--- src/design/i2cms_pkg.sv ---
package i2cms_pkg;

  localparam int TX_DEPTH_DEFAULT = 16;
  localparam int QUEUE_DEPTH      = 2;

  typedef enum logic [1:0] {
    CMD_LOAD      = 2'd0,
    CMD_START_WR  = 2'd1,
    CMD_START_RD  = 2'd2,
    CMD_BUS_EVENT = 2'd3
  } cmd_e;

  typedef enum logic [3:0] {
    ACT_NONE      = 4'd0,
    ACT_ADDR_WR   = 4'd1,
    ACT_ADDR_RD   = 4'd2,
    ACT_ADDR_RD1  = 4'd3,
    ACT_DATA      = 4'd4,
    ACT_STOP      = 4'd5,
    ACT_ACK_CONT  = 4'd6,
    ACT_NACK_STOP = 4'd7,
    ACT_RECOVERY  = 4'd8
  } action_e;

  typedef enum logic [3:0] {
    PH_IDLE         = 4'd0,
    PH_WR_ADDR      = 4'd1,
    PH_WR_ADDR_ACK  = 4'd2,
    PH_WR_ADDR_NACK = 4'd3,
    PH_WR_DATA_ACK  = 4'd4,
    PH_WR_DATA_NACK = 4'd5,
    PH_RD_ADDR      = 4'd6,
    PH_RD_ADDR_NACK = 4'd7,
    PH_RD_ACK       = 4'd8,
    PH_RD_NACK      = 4'd9,
    PH_ARB_LOST     = 4'd10,
    PH_BUS_ERR      = 4'd11
  } phase_e;

  typedef struct packed {
    logic [1:0] command;
    logic [6:0] target;
    logic [7:0] byte_count;
    logic [3:0] slot;
    logic [7:0] data_byte;
    logic       write_flag;
    logic       arb_lost;
    logic       bus_fault;
    logic       nack_seen;
  } req_t;

  typedef struct packed {
    logic       accepted;
    logic [3:0] action;
    logic [7:0] bus_address;
    logic [7:0] tx_byte;
    logic [7:0] rx_byte;
    logic       rx_valid;
    logic       rx_last;
    logic       busy_res;
    logic [3:0] phase;
  } res_t;

  // A decoded transaction as it waits between the front and the back end.
  typedef struct packed {
    cmd_e       kind;
    logic       ok;       // load slot in range, or start command legal
    logic       single;   // read of exactly one byte
    logic [6:0] target;
    logic [7:0] byte_count;
    logic [3:0] slot;
    logic [7:0] data_byte;
    logic       write_flag;
    logic       arb_lost;
    logic       bus_fault;
    logic       nack_seen;
  } cls_t;

endpackage

--- src/design/i2cms_front.sv ---
module i2cms_front #(
  parameter int TX_DEPTH = i2cms_pkg::TX_DEPTH_DEFAULT
) (
  input  i2cms_pkg::req_t req_i,
  output i2cms_pkg::cls_t cls_o
);

  logic [8:0] slot_ext;
  logic [8:0] cnt_ext;
  i2cms_pkg::cmd_e kind;

  assign slot_ext = {5'b0, req_i.slot};
  assign cnt_ext  = {1'b0, req_i.byte_count};
  assign kind     = i2cms_pkg::cmd_e'(req_i.command);

  always_comb begin
    cls_o.kind       = kind;
    cls_o.single     = (req_i.byte_count == 8'd1);
    cls_o.target     = req_i.target;
    cls_o.byte_count = req_i.byte_count;
    cls_o.slot       = req_i.slot;
    cls_o.data_byte  = req_i.data_byte;
    cls_o.write_flag = req_i.write_flag;
    cls_o.arb_lost   = req_i.arb_lost;
    cls_o.bus_fault  = req_i.bus_fault;
    cls_o.nack_seen  = req_i.nack_seen;
    unique case (kind)
      i2cms_pkg::CMD_LOAD:      cls_o.ok = (slot_ext < 9'(TX_DEPTH));
      i2cms_pkg::CMD_START_WR:  cls_o.ok = (cnt_ext <= 9'(TX_DEPTH));
      i2cms_pkg::CMD_START_RD:  cls_o.ok = (req_i.byte_count != 8'd0);
      i2cms_pkg::CMD_BUS_EVENT: cls_o.ok = 1'b1;
      default:                  cls_o.ok = 1'b0;
    endcase
  end

endmodule

--- src/design/i2cms_queue.sv ---
module i2cms_queue (
  input  logic            clk_i,
  input  logic            rst_ni,
  input  logic            push_i,
  input  i2cms_pkg::cls_t push_data_i,
  output logic            full_o,
  input  logic            pop_i,
  output logic            head_valid_o,
  output i2cms_pkg::cls_t head_o
);

  localparam int Depth = i2cms_pkg::QUEUE_DEPTH;
  localparam int AW    = (Depth > 1) ? $clog2(Depth) : 1;
  localparam int CW    = $clog2(Depth + 1);

  i2cms_pkg::cls_t entry_q [Depth];
  logic [AW-1:0]   wr_ptr_q, wr_ptr_d;
  logic [AW-1:0]   rd_ptr_q, rd_ptr_d;
  logic [CW-1:0]   count_q, count_d;
  logic            do_push, do_pop;

  assign full_o       = (count_q == CW'(Depth));
  assign head_valid_o = (count_q != '0);
  assign head_o       = entry_q[rd_ptr_q];
  assign do_push      = push_i && !full_o;
  assign do_pop       = pop_i && head_valid_o;

  always_comb begin
    wr_ptr_d = wr_ptr_q;
    rd_ptr_d = rd_ptr_q;
    count_d  = count_q;
    if (do_push) begin
      wr_ptr_d = (wr_ptr_q == AW'(Depth - 1)) ? '0 : wr_ptr_q + 1'b1;
    end
    if (do_pop) begin
      rd_ptr_d = (rd_ptr_q == AW'(Depth - 1)) ? '0 : rd_ptr_q + 1'b1;
    end
    if (do_push && !do_pop) begin
      count_d = count_q + 1'b1;
    end else if (do_pop && !do_push) begin
      count_d = count_q - 1'b1;
    end
  end

  always_ff @(posedge clk_i or negedge rst_ni) begin
    if (!rst_ni) begin
      wr_ptr_q <= '0;
      rd_ptr_q <= '0;
      count_q  <= '0;
    end else begin
      wr_ptr_q <= wr_ptr_d;
      rd_ptr_q <= rd_ptr_d;
      count_q  <= count_d;
    end
  end

  always_ff @(posedge clk_i) begin
    if (do_push) begin
      entry_q[wr_ptr_q] <= push_data_i;
    end
  end

endmodule

--- src/design/i2cms_back.sv ---
module i2cms_back #(
  parameter int TX_DEPTH = i2cms_pkg::TX_DEPTH_DEFAULT
) (
  input  logic            clk_i,
  input  logic            rst_ni,
  input  logic            head_valid_i,
  input  i2cms_pkg::cls_t head_i,
  output logic            pop_o,
  output logic            out_valid_o,
  input  logic            out_ready_i,
  output i2cms_pkg::res_t out_data_o
);

  localparam int IW = (TX_DEPTH > 1) ? $clog2(TX_DEPTH) : 1;
  localparam int CW = $clog2(TX_DEPTH + 1);

  i2cms_pkg::phase_e phase_q, phase_d;
  logic [CW-1:0]     tx_total_q, tx_total_d;
  logic [CW-1:0]     tx_pos_q, tx_pos_d;
  logic [7:0]        rx_total_q, rx_total_d;
  logic [7:0]        rx_pos_q, rx_pos_d;
  logic [6:0]        target_q, target_d;
  logic              busy_q, busy_d;
  logic              out_valid_q;
  i2cms_pkg::res_t   out_q, res;

  logic [7:0]        mem [TX_DEPTH];
  logic [7:0]        rd_q;
  logic              mem_we;
  logic [IW-1:0]     mem_waddr, mem_raddr;
  logic [8:0]        slot_ext, cnt_ext, rx_need;
  i2cms_pkg::phase_e ph;

  assign pop_o       = head_valid_i && (!out_valid_q || out_ready_i);
  assign out_valid_o = out_valid_q;
  assign out_data_o  = out_q;

  assign slot_ext  = {5'b0, head_i.slot};
  assign cnt_ext   = {1'b0, head_i.byte_count};
  assign rx_need   = {1'b0, rx_pos_q} + 9'd2;
  assign mem_we    = pop_o && (head_i.kind == i2cms_pkg::CMD_LOAD) && head_i.ok;
  assign mem_waddr = slot_ext[IW-1:0];
  assign mem_raddr = tx_pos_d[IW-1:0];

  // Phase as decoded from a bus event.
  always_comb begin
    if (head_i.write_flag) begin
      priority if (head_i.arb_lost) begin
        ph = i2cms_pkg::PH_ARB_LOST;
      end else if (head_i.bus_fault) begin
        ph = i2cms_pkg::PH_BUS_ERR;
      end else if (head_i.nack_seen) begin
        priority if (phase_q == i2cms_pkg::PH_WR_ADDR) begin
          ph = i2cms_pkg::PH_WR_ADDR_NACK;
        end else if (phase_q == i2cms_pkg::PH_RD_ADDR) begin
          ph = i2cms_pkg::PH_RD_ADDR_NACK;
        end else if (phase_q == i2cms_pkg::PH_WR_ADDR_ACK ||
                     phase_q == i2cms_pkg::PH_WR_DATA_ACK) begin
          ph = i2cms_pkg::PH_WR_DATA_NACK;
        end else begin
          ph = i2cms_pkg::PH_BUS_ERR;
        end
      end else begin
        ph = (phase_q == i2cms_pkg::PH_WR_ADDR) ? i2cms_pkg::PH_WR_ADDR_ACK
                                                : i2cms_pkg::PH_WR_DATA_ACK;
      end
    end else begin
      ph = head_i.nack_seen ? i2cms_pkg::PH_RD_NACK : i2cms_pkg::PH_RD_ACK;
    end
  end

  always_comb begin
    phase_d    = phase_q;
    tx_total_d = tx_total_q;
    tx_pos_d   = tx_pos_q;
    rx_total_d = rx_total_q;
    rx_pos_d   = rx_pos_q;
    target_d   = target_q;
    busy_d     = busy_q;
    res        = '0;
    if (pop_o) begin
      unique case (head_i.kind)
        i2cms_pkg::CMD_LOAD: begin
        end
        i2cms_pkg::CMD_START_WR: begin
          if (head_i.ok) begin
            target_d        = head_i.target;
            tx_total_d      = cnt_ext[CW-1:0];
            tx_pos_d        = '0;
            phase_d         = i2cms_pkg::PH_WR_ADDR;
            busy_d          = 1'b1;
            res.accepted    = 1'b1;
            res.action      = i2cms_pkg::ACT_ADDR_WR;
            res.bus_address = {head_i.target, 1'b0};
          end
        end
        i2cms_pkg::CMD_START_RD: begin
          if (head_i.ok) begin
            target_d        = head_i.target;
            rx_total_d      = head_i.byte_count;
            rx_pos_d        = '0;
            phase_d         = i2cms_pkg::PH_RD_ADDR;
            busy_d          = 1'b1;
            res.accepted    = 1'b1;
            res.action      = head_i.single ? i2cms_pkg::ACT_ADDR_RD1
                                            : i2cms_pkg::ACT_ADDR_RD;
            res.bus_address = {head_i.target, 1'b1};
          end
        end
        i2cms_pkg::CMD_BUS_EVENT: begin
          if (ph == i2cms_pkg::PH_WR_ADDR_ACK || ph == i2cms_pkg::PH_WR_DATA_ACK) begin
            phase_d = ph;
            if (tx_pos_q < tx_total_q && tx_pos_q < CW'(TX_DEPTH)) begin
              res.action  = i2cms_pkg::ACT_DATA;
              res.tx_byte = rd_q;
              tx_pos_d    = tx_pos_q + 1'b1;
            end else begin
              res.action = i2cms_pkg::ACT_STOP;
              busy_d     = 1'b0;
            end
          end else if (ph == i2cms_pkg::PH_RD_ACK) begin
            phase_d      = i2cms_pkg::PH_RD_ACK;
            res.rx_byte  = head_i.data_byte;
            res.rx_valid = 1'b1;
            if (rx_need > {1'b0, rx_total_q}) begin
              res.action  = i2cms_pkg::ACT_NACK_STOP;
              res.rx_last = 1'b1;
              busy_d      = 1'b0;
            end else begin
              res.action = i2cms_pkg::ACT_ACK_CONT;
            end
            rx_pos_d = rx_pos_q + 1'b1;
          end else if (ph == i2cms_pkg::PH_RD_NACK) begin
            res.rx_byte  = head_i.data_byte;
            res.rx_valid = 1'b1;
            res.rx_last  = 1'b1;
            rx_pos_d     = rx_pos_q + 1'b1;
            phase_d      = i2cms_pkg::PH_IDLE;
            busy_d       = 1'b0;
          end else begin
            // Arbitration loss, bus error or a NACK on an address or written byte: release the bus.
            res.action      = i2cms_pkg::ACT_RECOVERY;
            res.bus_address = {target_q, 1'b0};
            phase_d         = i2cms_pkg::PH_IDLE;
            busy_d          = 1'b0;
          end
        end
        default: begin
        end
      endcase
    end
    res.busy_res = busy_d;
    res.phase    = (head_i.kind == i2cms_pkg::CMD_BUS_EVENT) ? ph : phase_d;
  end

  always_ff @(posedge clk_i or negedge rst_ni) begin
    if (!rst_ni) begin
      phase_q     <= i2cms_pkg::PH_IDLE;
      tx_total_q  <= '0;
      tx_pos_q    <= '0;
      rx_total_q  <= '0;
      rx_pos_q    <= '0;
      target_q    <= '0;
      busy_q      <= 1'b0;
      out_valid_q <= 1'b0;
    end else begin
      phase_q    <= phase_d;
      tx_total_q <= tx_total_d;
      tx_pos_q   <= tx_pos_d;
      rx_total_q <= rx_total_d;
      rx_pos_q   <= rx_pos_d;
      target_q   <= target_d;
      busy_q     <= busy_d;
      if (pop_o) begin
        out_valid_q <= 1'b1;
      end else if (out_ready_i) begin
        out_valid_q <= 1'b0;
      end
    end
  end

  always_ff @(posedge clk_i) begin
    if (pop_o) begin
      out_q <= res;
    end
  end

  // The byte at the next send position is read ahead, so a data action
  // uses registered memory output. A load to that position is forwarded.
  always_ff @(posedge clk_i) begin
    if (mem_we) begin
      mem[mem_waddr] <= head_i.data_byte;
    end
    if (mem_we && mem_waddr == mem_raddr) begin
      rd_q <= head_i.data_byte;
    end else begin
      rd_q <= mem[mem_raddr];
    end
  end

  a_pos_in_range : assert property (@(posedge clk_i) disable iff (!rst_ni)
    tx_pos_q <= tx_total_q)
    else $error("send position ran past the write length");

  a_total_fits : assert property (@(posedge clk_i) disable iff (!rst_ni)
    tx_total_q <= CW'(TX_DEPTH))
    else $error("write length exceeds the transmit store");

  a_last_not_busy : assert property (@(posedge clk_i) disable iff (!rst_ni)
    (out_valid_q && out_q.rx_last) |-> !out_q.busy_res)
    else $error("last received byte left the transfer busy");

  a_load_no_action : assert property (@(posedge clk_i) disable iff (!rst_ni)
    (pop_o && head_i.kind == i2cms_pkg::CMD_LOAD) |=>
      (out_q.action == i2cms_pkg::ACT_NONE && !out_q.accepted))
    else $error("load transaction produced a bus action");

endmodule

--- src/design/i2c_master_transaction_sequencer_top.sv ---
// I2C master transaction sequencer.
// Input channel (in_valid_i/in_ready_o/in_data_i) takes one transaction per
// cycle while in_ready_o is high: a transmit byte load, a start write, a start
// read or a bus event. Every input transaction yields exactly one result
// transaction on the output channel (out_valid_o/out_ready_i/out_data_o), in
// order, carrying the bus action, address or data byte, any received byte,
// busy and phase. A front end decodes each transaction into a two-entry queue;
// the back end pops one entry per cycle while the output register is free or
// being read, updates the transfer state and loads the output register. A
// result is registered in a queue entry and then in the output register, and
// the rate is one transaction per cycle while out_ready_i stays high.
// When the receiver stalls, the result holds in the output register, the
// queue fills, and in_ready_o drops once both queue entries are taken.
// Reset (rst_ni low, asynchronous) empties the queue and output register,
// returns the phase to idle and clears counts, positions, target and busy.
// The transmit store is not cleared; only loaded entries may be sent.
module i2c_master_transaction_sequencer_top #(
  parameter int TX_DEPTH = i2cms_pkg::TX_DEPTH_DEFAULT
) (
  input  logic            clk_i,
  input  logic            rst_ni,
  input  logic            in_valid_i,
  output logic            in_ready_o,
  input  i2cms_pkg::req_t in_data_i,
  output logic            out_valid_o,
  input  logic            out_ready_i,
  output i2cms_pkg::res_t out_data_o
);

  i2cms_pkg::cls_t cls, head;
  logic            full, head_valid, pop;

  assign in_ready_o = !full;

  i2cms_front #(
    .TX_DEPTH(TX_DEPTH)
  ) u_front (
    .req_i(in_data_i),
    .cls_o(cls)
  );

  i2cms_queue u_queue (
    .clk_i       (clk_i),
    .rst_ni      (rst_ni),
    .push_i      (in_valid_i),
    .push_data_i (cls),
    .full_o      (full),
    .pop_i       (pop),
    .head_valid_o(head_valid),
    .head_o      (head)
  );

  i2cms_back #(
    .TX_DEPTH(TX_DEPTH)
  ) u_back (
    .clk_i       (clk_i),
    .rst_ni      (rst_ni),
    .head_valid_i(head_valid),
    .head_i      (head),
    .pop_o       (pop),
    .out_valid_o (out_valid_o),
    .out_ready_i (out_ready_i),
    .out_data_o  (out_data_o)
  );

endmodule
--- config.mk ---
export PLATFORM = sky130hd
export DESIGN_NAME = i2c_master_transaction_sequencer_top
export DESIGN_NICKNAME = d
export VERILOG_FILES = /design/src/design/i2cms_pkg.sv /design/src/design/i2cms_front.sv /design/src/design/i2cms_queue.sv /design/src/design/i2cms_back.sv /design/src/design/i2c_master_transaction_sequencer_top.sv
export SDC_FILE = /design/constraint.sdc
export NUM_CORES = 1
export LEC_CHECK = 0
export BUFFER_PORTS_ARGS = -buffer_cell sky130_fd_sc_hd__buf_4
export CORE_AREA = 8 8 225 227
export CTS_CLUSTER_DIAMETER = 80
export DETAILED_ROUTE_END_ITERATION = 8
export DIE_AREA = 0 0 233 235
export SKIP_LAST_GASP = 1
export SLEW_MARGIN = 30
export SYNTH_ARGS = -nofsm -noshare
export SYNTH_HDL_FRONTEND = slang
export SYNTH_SLANG_ARGS = --single-unit
--- constraint.sdc ---
create_clock -name clk_i -period 4.1 [get_ports clk_i]
set_clock_uncertainty 0.1 [all_clocks]
set_input_delay 1.23 -clock clk_i [delete_from_list [all_inputs] [get_ports clk_i]]
set_output_delay 1.23 -clock clk_i [all_outputs]
set_load 0.01 [all_outputs]
# Word level (Yosys, flattened, before mapping)
# Memory sizes are Yosys's and may differ from the RTL's. A register that Yosys moved wholly into a read port is not among the register bits.
# Cells that the tools add are included.
[totals]
inputBits = 37
ram_bits = 198
elab_cells = 148
out_inout_bits = 38
regBits = 79
mem_count = 2
[op_classes]
order_cmp = 5
mux = 59
n_eq_ne = 22
bitwise_logic = 1
n_reduce_logical = 31
n_addsub = 7
[mem_list]
columns = ["name", "words", "word_bits", "read_ports", "rd_ports_with_merged_regs", "write_ports", "line", "source"]
rows = [
  ["u_back.mem", 16, 8, 1, 1, 1, "i2cms_back.sv:27", "logic [7:0] mem [TX_DEPTH];"],
  ["u_queue.entry_q", 2, 35, 1, 0, 1, "i2cms_queue.sv:16", "i2cms_pkg::cls_t entry_q [Depth];"],
]
[ops]
columns = ["op", "count"]
rows = [
  ["4-bit 2-to-1 mux", 16],
  ["8-bit 2-to-1 mux", 6],
  ["12-bit case mux with 3 select lines", 1],
  ["13-bit 2-to-1 mux", 2],
  ["10-bit 2-to-1 mux", 2],
  ["1-bit 2-to-1 mux", 19],
  ["8-bit case mux with 2 select lines", 1],
  ["5-bit 2-to-1 mux", 3],
  ["4-bit by 3-bit equality test with 1-bit output, second input constant", 3],
  ["12-bit 2-to-1 mux", 1],
  ["4-bit case mux with 3 select lines", 1],
  ["3-bit AND reduction", 4],
  ["2-bit equality test, second input constant", 5],
  ["5-bit case mux with 2 select lines", 1],
  ["5-bit AND reduction", 2],
  ["2-bit nonzero test", 5],
  ["8-bit by 2-bit adder with 9-bit output, second input constant", 1],
  ["9-bit by 8-bit > comparator with 1-bit output", 1],
  ["8-bit by 1-bit adder with 8-bit output, second input constant", 1],
  ["4-bit by 2-bit equality test with 1-bit output, second input constant", 2],
  ["4-bit equality test, second input constant", 2],
  ["8-bit by 1-bit equality test with 1-bit output, second input constant", 1],
  ["8-bit by 5-bit <= comparator with 1-bit output, second input constant", 1],
  ["1-bit logical AND", 8],
  ["other kinds (22)", 36],
]

# Depth between registers and ports, before layout
# Gate-level depths: netlist (run 1).
[logic_depth]
ltp_word = 15
mapped_depth = 12
mapped_depth_nobuf = 11

# By module
# From an unflattened synthesis (run 1), not the netlist that was laid out.
[hier_totals]
hier_cells = 731
area_unflattened_um2 = 12067.8
[modules_own_cells]
columns = ["module", "instances", "seq_area_each_um2", "cells_each", "area_per_inst_um2"]
rows = [
  ["i2cms_back", 1, 5980.7, 559, 8873.5],
  ["i2cms_queue", 1, 2202.1, 128, 2876.5],
  ["i2cms_front", 1, 0.0, 43, 314.1],
  ["i2c_master_transaction_sequencer_top", 1, 0.0, 1, 3.8],
]

# Worst setup path after synthesis (run 1)
# No wires, ideal clock.
[synth_timing]
kind = "in2reg"
startpoint = "in out_ready_i"
endpoint = "reg u_back.rx_pos_q[6]"
required_ps = 3922
setup_time_ps = 78
slack_ps = 705
cell_stages = 7
n_path_buf = 0
arrival_time_ps = 3217
path_cell_list = "nand2b_1 o21ai_2 inv_1 o2111a_4 nand4_2 or3_1 a21oi_1"
[synth_via]
elab_chain_cells = 3
[synth_rtl]
columns = ["item", "line", "source"]
rows = [
  ["start, declared", "i2c_master_transaction_sequencer_top.sv:26", "input logic out_ready_i,"],
  ["1-bit logical OR", "i2cms_back.sv:34", "assign pop_o = head_valid_i && (!out_valid_q || out_ready_i);"],
  ["1-bit logical AND", "i2cms_back.sv:34", ""],
  ["net pop", "i2c_master_transaction_sequencer_top.sv:31", "logic full, head_valid, pop;"],
  ["5-bit AND reduction (no source line)", "n/a", ""],
  ["end signal, assigned", "i2cms_back.sv:171", "rx_pos_q <= rx_pos_d;"],
  ["end, declared", "i2cms_back.sv:21", "logic [7:0] rx_pos_q, rx_pos_d;"],
]
# The timed path passes the listed nets, and every way through them passes these cells.
# A chain may end at the register's enable or synchronous reset.

# Worst setup path after layout (run 1)
[layout_timing]
startpoint = "reg u_back.rx_pos_q[2]"
endpoint = "reg u_back.out_q, in the netlist u_back.out_data_o[4] (data pin)"
[layout_via]
elab_chain_cells = 7
[layout_rtl]
columns = ["item", "line", "source"]
rows = [
  ["8-bit by 2-bit adder with 9-bit output", "i2cms_back.sv:40", "assign rx_need = {1'b0, rx_pos_q} + 9'd2;"],
  ["9-bit by 8-bit > comparator with 1-bit output", "i2cms_back.sv:125", "if (rx_need > {1'b0, rx_total_q}) begin"],
  ["1-bit 2-to-1 mux", "i2cms_back.sv:125", ""],
  ["1-bit 2-to-1 mux", "i2cms_back.sv:121", "end else if (ph == i2cms_pkg::PH_RD_ACK) begin"],
  ["1-bit 2-to-1 mux", "i2cms_back.sv:111", "if (ph == i2cms_pkg::PH_WR_ADDR_ACK || ph == i2cms_pkg::PH_WR_DATA_ACK) begin"],
  ["1-bit case mux with 2 select lines", "i2cms_back.sv:82", "unique case (head_i.kind)"],
  ["1-bit 2-to-1 mux", "i2cms_back.sv:81", "if (pop_o) begin"],
  ["net u_back.busy_d", "i2cms_back.sv:23", "logic busy_q, busy_d;"],
  ["end signal, assigned", "i2cms_back.sv:184", "out_q <= res;"],
  ["end, declared", "i2cms_back.sv:25", "i2cms_pkg::res_t out_q, res;"],
]
# The timed path passes the listed nets, and every way through them passes these cells.

==> results of run 1 <==
final cells by class:
cell class / count / share of cell area
Inverter: 26 / 0.00709
Multi-Input combinational cell: 370 / 0.230
Tap cell: 615 / 0.0559
Antenna cell: 1 / 0.000182
Timing Repair Buffer: 82 / 0.0447
Clock buffer: 30 / 0.0515
Clock inverter: 17 / 0.0161
Sequential cell: 281 / 0.595
state kept, by name, indices dropped and copies added, names as in the netlist, named ones only:
name and flops:
u_back.rx_total_q 8, u_queue.entry_q 70, u_back.target_q 7, u_back.out_data_o 36, u_back.rx_pos_q 8, u_back.tx_pos_q 5, u_queue.wr_ptr_q 1, u_queue.rd_ptr_q 1
u_back.tx_total_q 5, u_back.mem 128, u_back.phase_q 4, u_queue.count_q 2, u_back.busy_q 1, u_back.out_valid_o 1
power breakdown:
part,switching [W],internal (W),leakage [nW]
combinational,0.00165,0.00109,1.75
clock,0.00104,0.00155,0.454
sequential,0.000393,0.00390,2.74
total,0.00309,0.00655,4.94
stage by stage:
step	setup WS [ns]	instances	utilization	power, W	cell area [um2]
after floorplan	0.705	702	-	0.00600	11600
after global placement	0.729	1374	0.272	0.00710	12800
after detailed placement	0.692	1374	0.272	0.00714	12800
after CTS	0.773	1421	0.292	0.00975	13800
after global routing	0.633	1421	0.292	0.0102	13800
final	0.965	1422	0.292	0.00963	13800
Yosys cell counts, types with 6 or more instances:
| library cell | count | share of area |
|---|---|---|
| a21oi_1 | 18 | 0.0078 |
| a22o_1 | 7 | 0.0053 |
| a31oi_1 | 6 | 0.0032 |
| and3_1 | 22 | 0.012 |
| buf_1 | 6 | 0.0019 |
| buf_2 | 6 | 0.0026 |
| clkbuf_1 | 8 | 0.0026 |
| dfrtp_1 | 43 | 0.093 |
| edfxtp_1 | 234 | 0.61 |
| ha_1 | 21 | 0.023 |
| inv_1 | 25 | 0.0081 |
| mux2_2 | 26 | 0.025 |
| mux2i_1 | 18 | 0.016 |
| mux4_2 | 40 | 0.078 |
| nand2_1 | 46 | 0.015 |
| nand3_1 | 11 | 0.0048 |
| nor2_1 | 50 | 0.016 |
| nor3_1 | 9 | 0.0039 |
| o21ai_0 | 21 | 0.0091 |
| xor2_1 | 11 | 0.0083 |
layer usage:
layer | vias to the layer above | wire length (um) | GRT usage
li1 | 2889 | - | -
met1 | 3189 | 12900 | 0.143
met2 | 223 | 12200 | 0.150
met3 | 36 | 1720 | 0.0194
met4 | 0 | 500 | 0.0265
met5 | - | 0 | 0
critical path: stages (launching register included):
cell and delay (ns):
dfrtp_1 0.43, ha_1 0.24, and3_1 0.22, and3_1 0.22, xor2_1 0.15, ha_1 0.29
nand3_1 0.10, nor3_1 0.23, nor2_1 0.07, a211oi_1 0.47, nand3_1 0.16, a31oi_1 0.26
placed cells by master (no fill, tap or decap), types with 3 or more instances in the layout:
| master | instances |
|---|---|
| dfxtp_1 | 3 |
| nand3_1 | 11 |
| nor3_1 | 8 |
| ha_1 | 20 |
| o21bai_1 | 4 |
| xnor2_1 | 5 |
| dfrtp_1 | 42 |
| nor4_1 | 3 |
| o21ai_0 | 21 |
| bufinv_16 | 5 |
| a211oi_1 | 5 |
| nor3_2 | 4 |
| xor2_1 | 11 |
| nor2_1 | 49 |
| o21ai_1 | 4 |
| mux2i_1 | 18 |
| edfxtp_1 | 234 |
| inv_1 | 24 |
| nand2_1 | 46 |
| buf_4 | 82 |
| mux2_2 | 26 |
| mux4_2 | 40 |
| and3_1 | 21 |
| a22o_1 | 7 |
| a21oi_1 | 18 |
| nand2b_1 | 5 |
| clkinv_2 | 3 |
| a31oi_1 | 6 |
| a21o_1 | 5 |
| clkbuf_16 | 28 |
| or3_1 | 4 |
| clkinv_1 | 7 |
worst max path at each step:
stage | cells past startpoint | slack, ns | startpoint | end
final | 11 | 0.97 | u_back.rx_pos_q[2]$_DFFE_PN0P_ | u_back.out_data_o[4]$_DFFE_PP_
after global routing | 11 | 0.63 | u_back.rx_pos_q[1]$_DFFE_PN0P_ | u_back.out_data_o[4]$_DFFE_PP_
after detailed placement | 6 | 0.69 | out_ready_i | u_back.mem[1][7]$_DFFE_PP_
after global placement | 7 | 0.73 | out_ready_i | u_back.mem[8][7]$_DFFE_PP_
after CTS | 7 | 0.77 | u_queue.rd_ptr_q$_DFFE_PN0P_ | u_back.tx_pos_q[3]$_DFF_PN0_
after floorplan | 7 | 0.71 | out_ready_i | u_back.rx_pos_q[6]$_DFFE_PN0P_
logic make-up (layout without fill, tap and decap cells):
| group | after synthesis | in the layout | share of synthesized area |
|---|---|---|---|
| flip-flops | 281 | 281 | 0.708 |
| XOR/XNOR | 16 | 16 | 0.0121 |
| AND/OR/NAND/NOR | 163 | 163 | 0.0683 |
| buffers and inverters | 51 | 155 | 0.0201 |
| adder cells (fa/ha/maj) | 21 | 21 | 0.0227 |
| other | 0 | 1 | 0 |
| AO/OA/AOI/OAI | 85 | 85 | 0.0487 |
| multiplexers | 85 | 85 | 0.120 |
==> impl_metrics.toml, run 1 <==
[sta]
hold_slack_ns = 0.376
rsz0062_at_grt = "no"
tightestPinTransition_ns = 0.871
setup_viol = 0
post-route-period-util = 0.765
fin_crit_ns = 3.13
relSlewSlack = 0.420
maxSlewViolCount = 0
tns_ns = 0
fmax_mhz = 319
hold_violations = 0

[clocking]
clkTransAtPathRegs_ns = 0.06
htree_levels = 1
cts_made_buffers = 28
cts-resized-gates = 0
cts_tree = "built"
cts.sinks = 281
cts_hold_buf = 0
clockBufferDepth = 3
clock_latency_ns = 0.55
post_cts_buffers = 0
cts_root_buf = "clkbuf_16"

[die]
io_pins = 75
coreArea_mm2 = 0.0471
die_h_um = 235
row_count = 80
die_area_mm2 = 0.0548
die-width_um = 233
initial_core_util = 0.245

[synth]
syn_area_per_cell_um2 = 16.5
syn_inst = 702
synth_cell_type_count = 56
ys_seq_elements = 281
syn_area_mm2 = 0.0116
synth-edff-count = 234
synth_nets = 760
synth_flop_cell = "edfxtp_1"
async_reset_ff_frac = 0.153
yosys_warnings = 0
synth.yosys.seq_area_share = 0.708

[global_route]
grt_use_total = 0.0991
grt_pass1_wl_um = 42100
first_global_vias = 6573
overflow = 0
grt_max_degree = 44
antenna_found_initial = 1

[min_path]
min_from = "u_back.rx_total_q[4]$_DFFE_PN0P_"
holdPathStages = 2
min_to = "u_back.rx_total_q[4]$_DFFE_PN0P_"
hp-class = "flop to flop"

[route]
drt_iter0_markers = 483
wire_per_inst_um = 19.2
final_antenna_net_count = 0
vias = 6337
routed_wl_um = 27400
drt_first_pass_iters = 5
vias_per_cell = 4.46
drc_errors = 0

[critical_path]
r2r-start = "u_back.rx_pos_q[2]$_DFFE_PN0P_"
r2r_cells = 11
crit_required_ns = 4.36
reg2reg_slack_ns = 0.97
cp_max_fo = 4
r2r-end = "u_back.out_data_o[4]$_DFFE_PP_"
path_class = "flop to flop"
cp-end-kind = "flop"
crit_path_start_kind = "flop"
worstPathArrival_ns = 3.39

[finish]
synthToLayoutAreaGrowth_pct = 19.0
fillers = 4630
nets = 847
layout-drive-gt1-share = 0.252
multi_input_area_mm2 = 0.00316
seq_area_mm2 = 0.00819

[pwr]
p_leak_nw = 4.94
peakVddDrop_v = 0.000432
power_density_mw_per_mm2 = 700

[placement]
port_buffers = 74
place_hpwl_um = 19300
place_congestion = 0.837

[outcome]
status = "finished clean"

[run]
cap_violations = 0
No activity file was read; power rests on OpenSTA's default activity.
==> run 2, diff against run 1 <==
==> constraint.sdc (replaced) <==
create_clock -name clk_i -period 3.25 [get_ports clk_i]
set_clock_uncertainty 0.1 [all_clocks]
set_input_delay 0.975 -clock clk_i [delete_from_list [all_inputs] [get_ports clk_i]]
set_output_delay 0.975 -clock clk_i [all_outputs]
set_load 0.01 [all_outputs]
==> run 2 against run 1 <==
Via count fell by 1.9%. Clock power rose by 28%. Worst setup slack got worse by 0.68 ns. Combinational power rose by 24%. Non-clock buffer count rose by 23. Count of clock-buffer cells in the layout did not move. Sequential cell count did not move. Core utilization rose by 0.49 points. Sequential share of layout area fell by 0.98 points. Final cell count rose by 2.0%. Final area rose by 1.7%.
==> impl_metrics.toml, run 2 (same netlist as run 1, synthesis figures left out) <==
[clocking]
cts.sinks = 281
post_cts_buffers = 0
htree_levels = 1
cts_tree = "built"
clock_latency_ns = 0.55
cts_made_buffers = 29
clockBufferDepth = 3
cts_root_buf = "clkbuf_16"
clkTransAtPathRegs_ns = 0.07

[pwr]
power_density_mw_per_mm2 = 868
total_power_w = 0.0121
p_leak_nw = 5.09
peakVddDrop_v = 0.000488

[sta]
hold_slack_ns = 0.333
relSlewSlack = 0.450
layout_setup_ws_ns = 0.287
fin_crit_ns = 2.96
tns_ns = 0
post-route-period-util = 0.912
rsz0062_at_grt = "no"
tightestPinTransition_ns = 0.818
maxSlewViolCount = 0
setup_viol = 0
fmax_mhz = 338
hold_violations = 0

[finish]
final_common_cell = "edfxtp_1"
final_cell_mix = "234 x edfxtp_1, 104 x buf_4, 49 x nor2_1"
largest-register = "u_back.mem"
synthToLayoutAreaGrowth_pct = 21.0
nets = 871
diodes = 0
fillers = 4619
largest_reg_flops = 128
layout-drive-gt1-share = 0.279
stdcell_count = 1451

[die]
io_pins = 75
die_h_um = 235
coreArea_mm2 = 0.0471
initial_core_util = 0.245
die-width_um = 233
die_area_mm2 = 0.0548
row_count = 80

[critical_path]
path_class = "flop to flop"
cp_max_fo = 4
crit_required_ns = 3.43
cp-end-kind = "flop"
crit_path_start_kind = "flop"
worstPathArrival_ns = 3.15

[placement]
place_hpwl_um = 18300
port_buffers = 74
dp_cells = 1397
place_congestion = 0.791
preCtsSetupSlack_ns = 0.263

[outcome]
status = "finished clean"

[global_route]
grt_pass1_wl_um = 38600
grt_max_degree = 44
antenna_found_initial = 0
grt_use_total = 0.0899
overflow = 0
first_global_vias = 6466

[route]
vias_per_cell = 4.28
final_antenna_net_count = 0
wire_per_inst_um = 17.2
vias = 6217
drt_first_pass_iters = 4
drc_errors = 0
routed_wl_um = 24900
drt_iter0_markers = 360

[min_path]
hp-class = "primary input to asynchronous set/reset pin"

[run]
cap_violations = 0
## run 2: worst max-delay path, cell delays in order (launching register included)
cell and delay (ns):
dfrtp_1 0.43, ha_1 0.24, and3_1 0.22, and3_1 0.21, xor2_1 0.14, ha_1 0.29, nand3_1 0.11, nor3_1 0.27
nor2_1 0.11, a211oi_2 0.34, o22a_1 0.18, a21oi_1 0.06
## run 2: final cells by class
type	count	area, um2	area share
timing repair buffer	105	801	0.0572
inverter	26	97.6	0.00698
clock buffer	30	729	0.0521
sequential	281	8190	0.585
multi-input combinational	370	3160	0.226
clock inverter	24	250	0.0179
tap	615	769	0.0550
## run 2: path summary, 6_finish.rpt
kind                       slack, ns                               end  depth (start not counted)                             start
min in group clk_i              0.39  u_back.rx_total_q[6]$_DFFE_PN0P_                          2  u_back.rx_total_q[6]$_DFFE_PN0P_
setup / recovery                0.29   u_back.out_data_o[31]$_DFFE_PP_                         11    u_back.rx_pos_q[2]$_DFFE_PN0P_
setup reg to reg                0.29   u_back.out_data_o[31]$_DFFE_PP_                         11    u_back.rx_pos_q[2]$_DFFE_PN0P_
max in group asynchronous       2.27      u_queue.rd_ptr_q$_DFFE_PN0P_                          1                            rst_ni
hold / removal                  0.33      u_back.tx_pos_q[3]$_DFF_PN0_                          1                            rst_ni
hold reg to reg                 0.39  u_back.rx_total_q[6]$_DFFE_PN0P_                          2  u_back.rx_total_q[6]$_DFFE_PN0P_
## run 2: layer usage
metal | vias to the layer above | track usage | share of wire
met3 | 33 | 0.0180 | 0.048
met2 | 130 | 0.141 | 0.46
met5 | - | 0 | 0
met4 | 0 | 0.0294 | 0.022
met1 | 3124 | 0.123 | 0.47
li1 | 2930 | - | -
## run 2: what timing repair did
item                       CTS  global route
gates resized for setup      0             1
setup endpoints to repair    0             2
hold buffers                 0             0
## run 2: where the power goes
part / switching (W) / internal, W / total [W] / leakage [nW]
clock network: 0.00138 / 0.00197 / 0.00334 / 0.473
registers: 0.000474 / 0.00492 / 0.00539 / 2.74
logic: 0.00198 / 0.00144 / 0.00341 / 1.88
## run 2: per-stage QoR
stage | cell area (um2) | util
after floorplan | 11600 | -
after global placement | 13000 | 0.276
after detailed placement | 13000 | 0.276
after CTS | 14000 | 0.297
after global routing | 14000 | 0.297
final | 14000 | 0.297
==> run 3, diff against run 2 <==
--- a/config.mk
+++ b/config.mk
@@ -6,10 +6,11 @@
 export NUM_CORES = 1
 export LEC_CHECK = 0
 export BUFFER_PORTS_ARGS = -buffer_cell sky130_fd_sc_hd__buf_4
-export CORE_AREA = 8 8 225 227
+export CORE_AREA = 8 8 170 172
 export CTS_CLUSTER_DIAMETER = 80
+export CTS_CLUSTER_SIZE = 14
 export DETAILED_ROUTE_END_ITERATION = 8
-export DIE_AREA = 0 0 233 235
+export DIE_AREA = 0 0 178 180
 export SKIP_LAST_GASP = 1
 export SLEW_MARGIN = 30
 export SYNTH_ARGS = -nofsm -noshare
==> constraint.sdc (replaced) <==
create_clock -name clk_i -period 3.25 [get_ports clk_i]
set_clock_uncertainty 0.1 [all_clocks]
set_input_delay 0.65 -clock clk_i [delete_from_list [all_inputs] [get_ports clk_i]]
set_output_delay 0.65 -clock clk_i [all_outputs]
set_load 0.01 [all_outputs]
==> run 3 against run 2 <==
Die area shrank 41%. First-iteration DRC count grew 28%. Clock power shrank 21%. Maximum frequency grew 0.13%. Non-clock buffer count shrank 1. Via count grew 0.69%. Critical endpoint is now u_back.out_data_o[4]$_DFFE_PP_. Largest cell class unchanged.
==> impl_metrics.toml, run 3 (same netlist as run 1, synthesis figures left out) <==
[outcome]
status = "finished clean"

[clocking]
cts_tree = "built"
clockBufferDepth = 3
htree_levels = 1
cts.sinks = 281
clock_latency_ns = 0.53
cts_root_buf = "clkbuf_16"
clkTransAtPathRegs_ns = 0.07
cts_hold_buf = 0
cts_made_buffers = 24

[sta]
tns_ns = 0
hold_violations = 0
setup_viol = 0
fmax_mhz = 338
fin_crit_ns = 2.96
tightestPinTransition_ns = 0.921
maxSlewViolCount = 0
post-route-period-util = 0.910
relSlewSlack = 0.381
hold_slack_ns = 0.0126
rsz0062_at_grt = "no"

[run]
cap_violations = 0

[placement]
dpl_cell_area_mm2 = 0.0127
port_buffers = 74
place_hpwl_um = 16100
place_congestion = 0.859

[critical_path]
crit_required_ns = 3.50
cp-end-kind = "flop"
path_class = "flop to flop"
worstPathArrival_ns = 3.21
crit_path_start_kind = "flop"
cp_max_fo = 4

[route]
vias_per_cell = 5.37
drc_errors = 0
routed_wl_um = 23300
drt_first_pass_iters = 5
final_antenna_net_count = 0
wire_per_inst_um = 20.0
vias = 6260
drt_iter0_markers = 459

[finish]
largest_reg_flops = 128
final_cell_mix = "234 x edfxtp_1, 103 x buf_4, 49 x nor2_1"
synthToLayoutAreaGrowth_pct = 15.6
nets = 865
largest-register = "u_back.mem"
layout-drive-gt1-share = 0.253
final_common_cell = "edfxtp_1"
fin_area_mm2 = 0.0134
diodes = 0

[pwr]
pwr-share-clk = 0.231
combPwrFrac = 0.306
p_leak_nw = 4.94
power.internal_w = 0.00775
power_density_mw_per_mm2 = 852
switching_share = 0.319
p_switching_w = 0.00363
p_seq_frac = 0.463
total_power_w = 0.0114
peakVddDrop_v = 0.000463

[die]
die_area_mm2 = 0.0320
die-width_um = 178
row_count = 60
coreArea_mm2 = 0.0264
initial_core_util = 0.439
die_h_um = 180
io_pins = 75

[global_route]
grt_use_total = 0.147
overflow = 0
grt_max_degree = 44
antenna_found_initial = 1
first_global_vias = 6525
grt_pass1_wl_um = 37100

[min_path]
hp-class = "primary input to asynchronous set/reset pin"
==> run 3: cell types whose count changed in the layout (fill, tap and decap cells not counted), moves of 2 or more <==
cell / change
clkinv_1: -6
clkbuf_16: -5
clkbuf_1: +17
inv_6: -2
clkinvlp_4: -3
clkinv_4: -3
bufinv_16: -4
clkinv_2: -5
==> run 3: per-stage QoR <==
| step | instances | util | setup WS (ns) |
|---|---|---|---|
| floorplan | 702 | - | 0.288 |
| global placement | 1122 | 0.480 | 0.267 |
| detailed placement | 1122 | 0.480 | 0.179 |
| CTS | 1166 | 0.507 | 0.152 |
| global route | 1166 | 0.507 | 0.0979 |
| finish | 1166 | 0.507 | 0.291 |
==> run 3: layer usage <==
layer / part of all wire / vias up / GRT usage / routed length, um
li1: - / 2924 / - / -
met1: 0.46 / 3122 / 0.212 / 10800
met2: 0.46 / 180 / 0.228 / 10800
met3: 0.060 / 34 / 0.0270 / 1390
met4: 0.015 / 0 / 0.0344 / 340
met5: 0 / - / 0 / 0
==> run 3: layout make-up <==
cell class | count | area, um2
clock inverters | 2 | 32.5
multi-input cells | 370 | 3160
fillers | 2138 | 13000
well taps | 341 | 427
inverters | 26 | 97.6
flip-flops and latches | 281 | 8190
clock buffers | 42 | 668
repair buffers | 104 | 793
==> run 3: critical path: stages (launching register included) <==
cell and delay, ns:
dfrtp_1 0.43, ha_1 0.23, and3_1 0.23, and3_1 0.22, xor2_1 0.15, ha_1 0.30
nand3_1 0.10, nor3_1 0.24, nor2_1 0.08, a211oi_2 0.34, nand3_1 0.12, a31oi_1 0.24
==> run 3: path summary, 6_finish.rpt <==
kind,from,end,slack [ns],depth (start not counted)
max,u_back.rx_pos_q[2]$_DFFE_PN0P_,u_back.out_data_o[4]$_DFFE_PP_,0.29,11
min,rst_ni,u_back.rx_pos_q[6]$_DFFE_PN0P_,0.01,1
max reg2reg,u_back.rx_pos_q[2]$_DFFE_PN0P_,u_back.out_data_o[4]$_DFFE_PP_,0.29,11
min reg2reg,u_back.rx_total_q[7]$_DFFE_PN0P_,u_back.rx_total_q[7]$_DFFE_PN0P_,0.38,2
max in group asynchronous,rst_ni,u_queue.rd_ptr_q$_DFFE_PN0P_,2.60,1
min in group clk_i,in_data_i[6],u_queue.entry_q[1][6]$_DFFE_PP_,0.20,1
==> run 3: power by group through the flow <==
| stage | clock, W | combinational [W] | sequential [W] |
|---|---|---|---|
| 5_1_grt | 0.00285 | 0.00384 | 0.00534 |
| 2_1_floorplan | 0 | 0.00224 | 0.00532 |
| 6_report | 0.00263 | 0.00348 | 0.00526 |
| 3_5_place_dp | 0 | 0.00352 | 0.00534 |
| 4_1_cts | 0.00271 | 0.00353 | 0.00527 |
| 3_3_place_gp | 0 | 0.00342 | 0.00531 |
==> run 3: repair_timing <==
item                       CTS  global route
setup endpoints to repair    0             3
gates resized for setup      0             1
buffers inserted             0             0
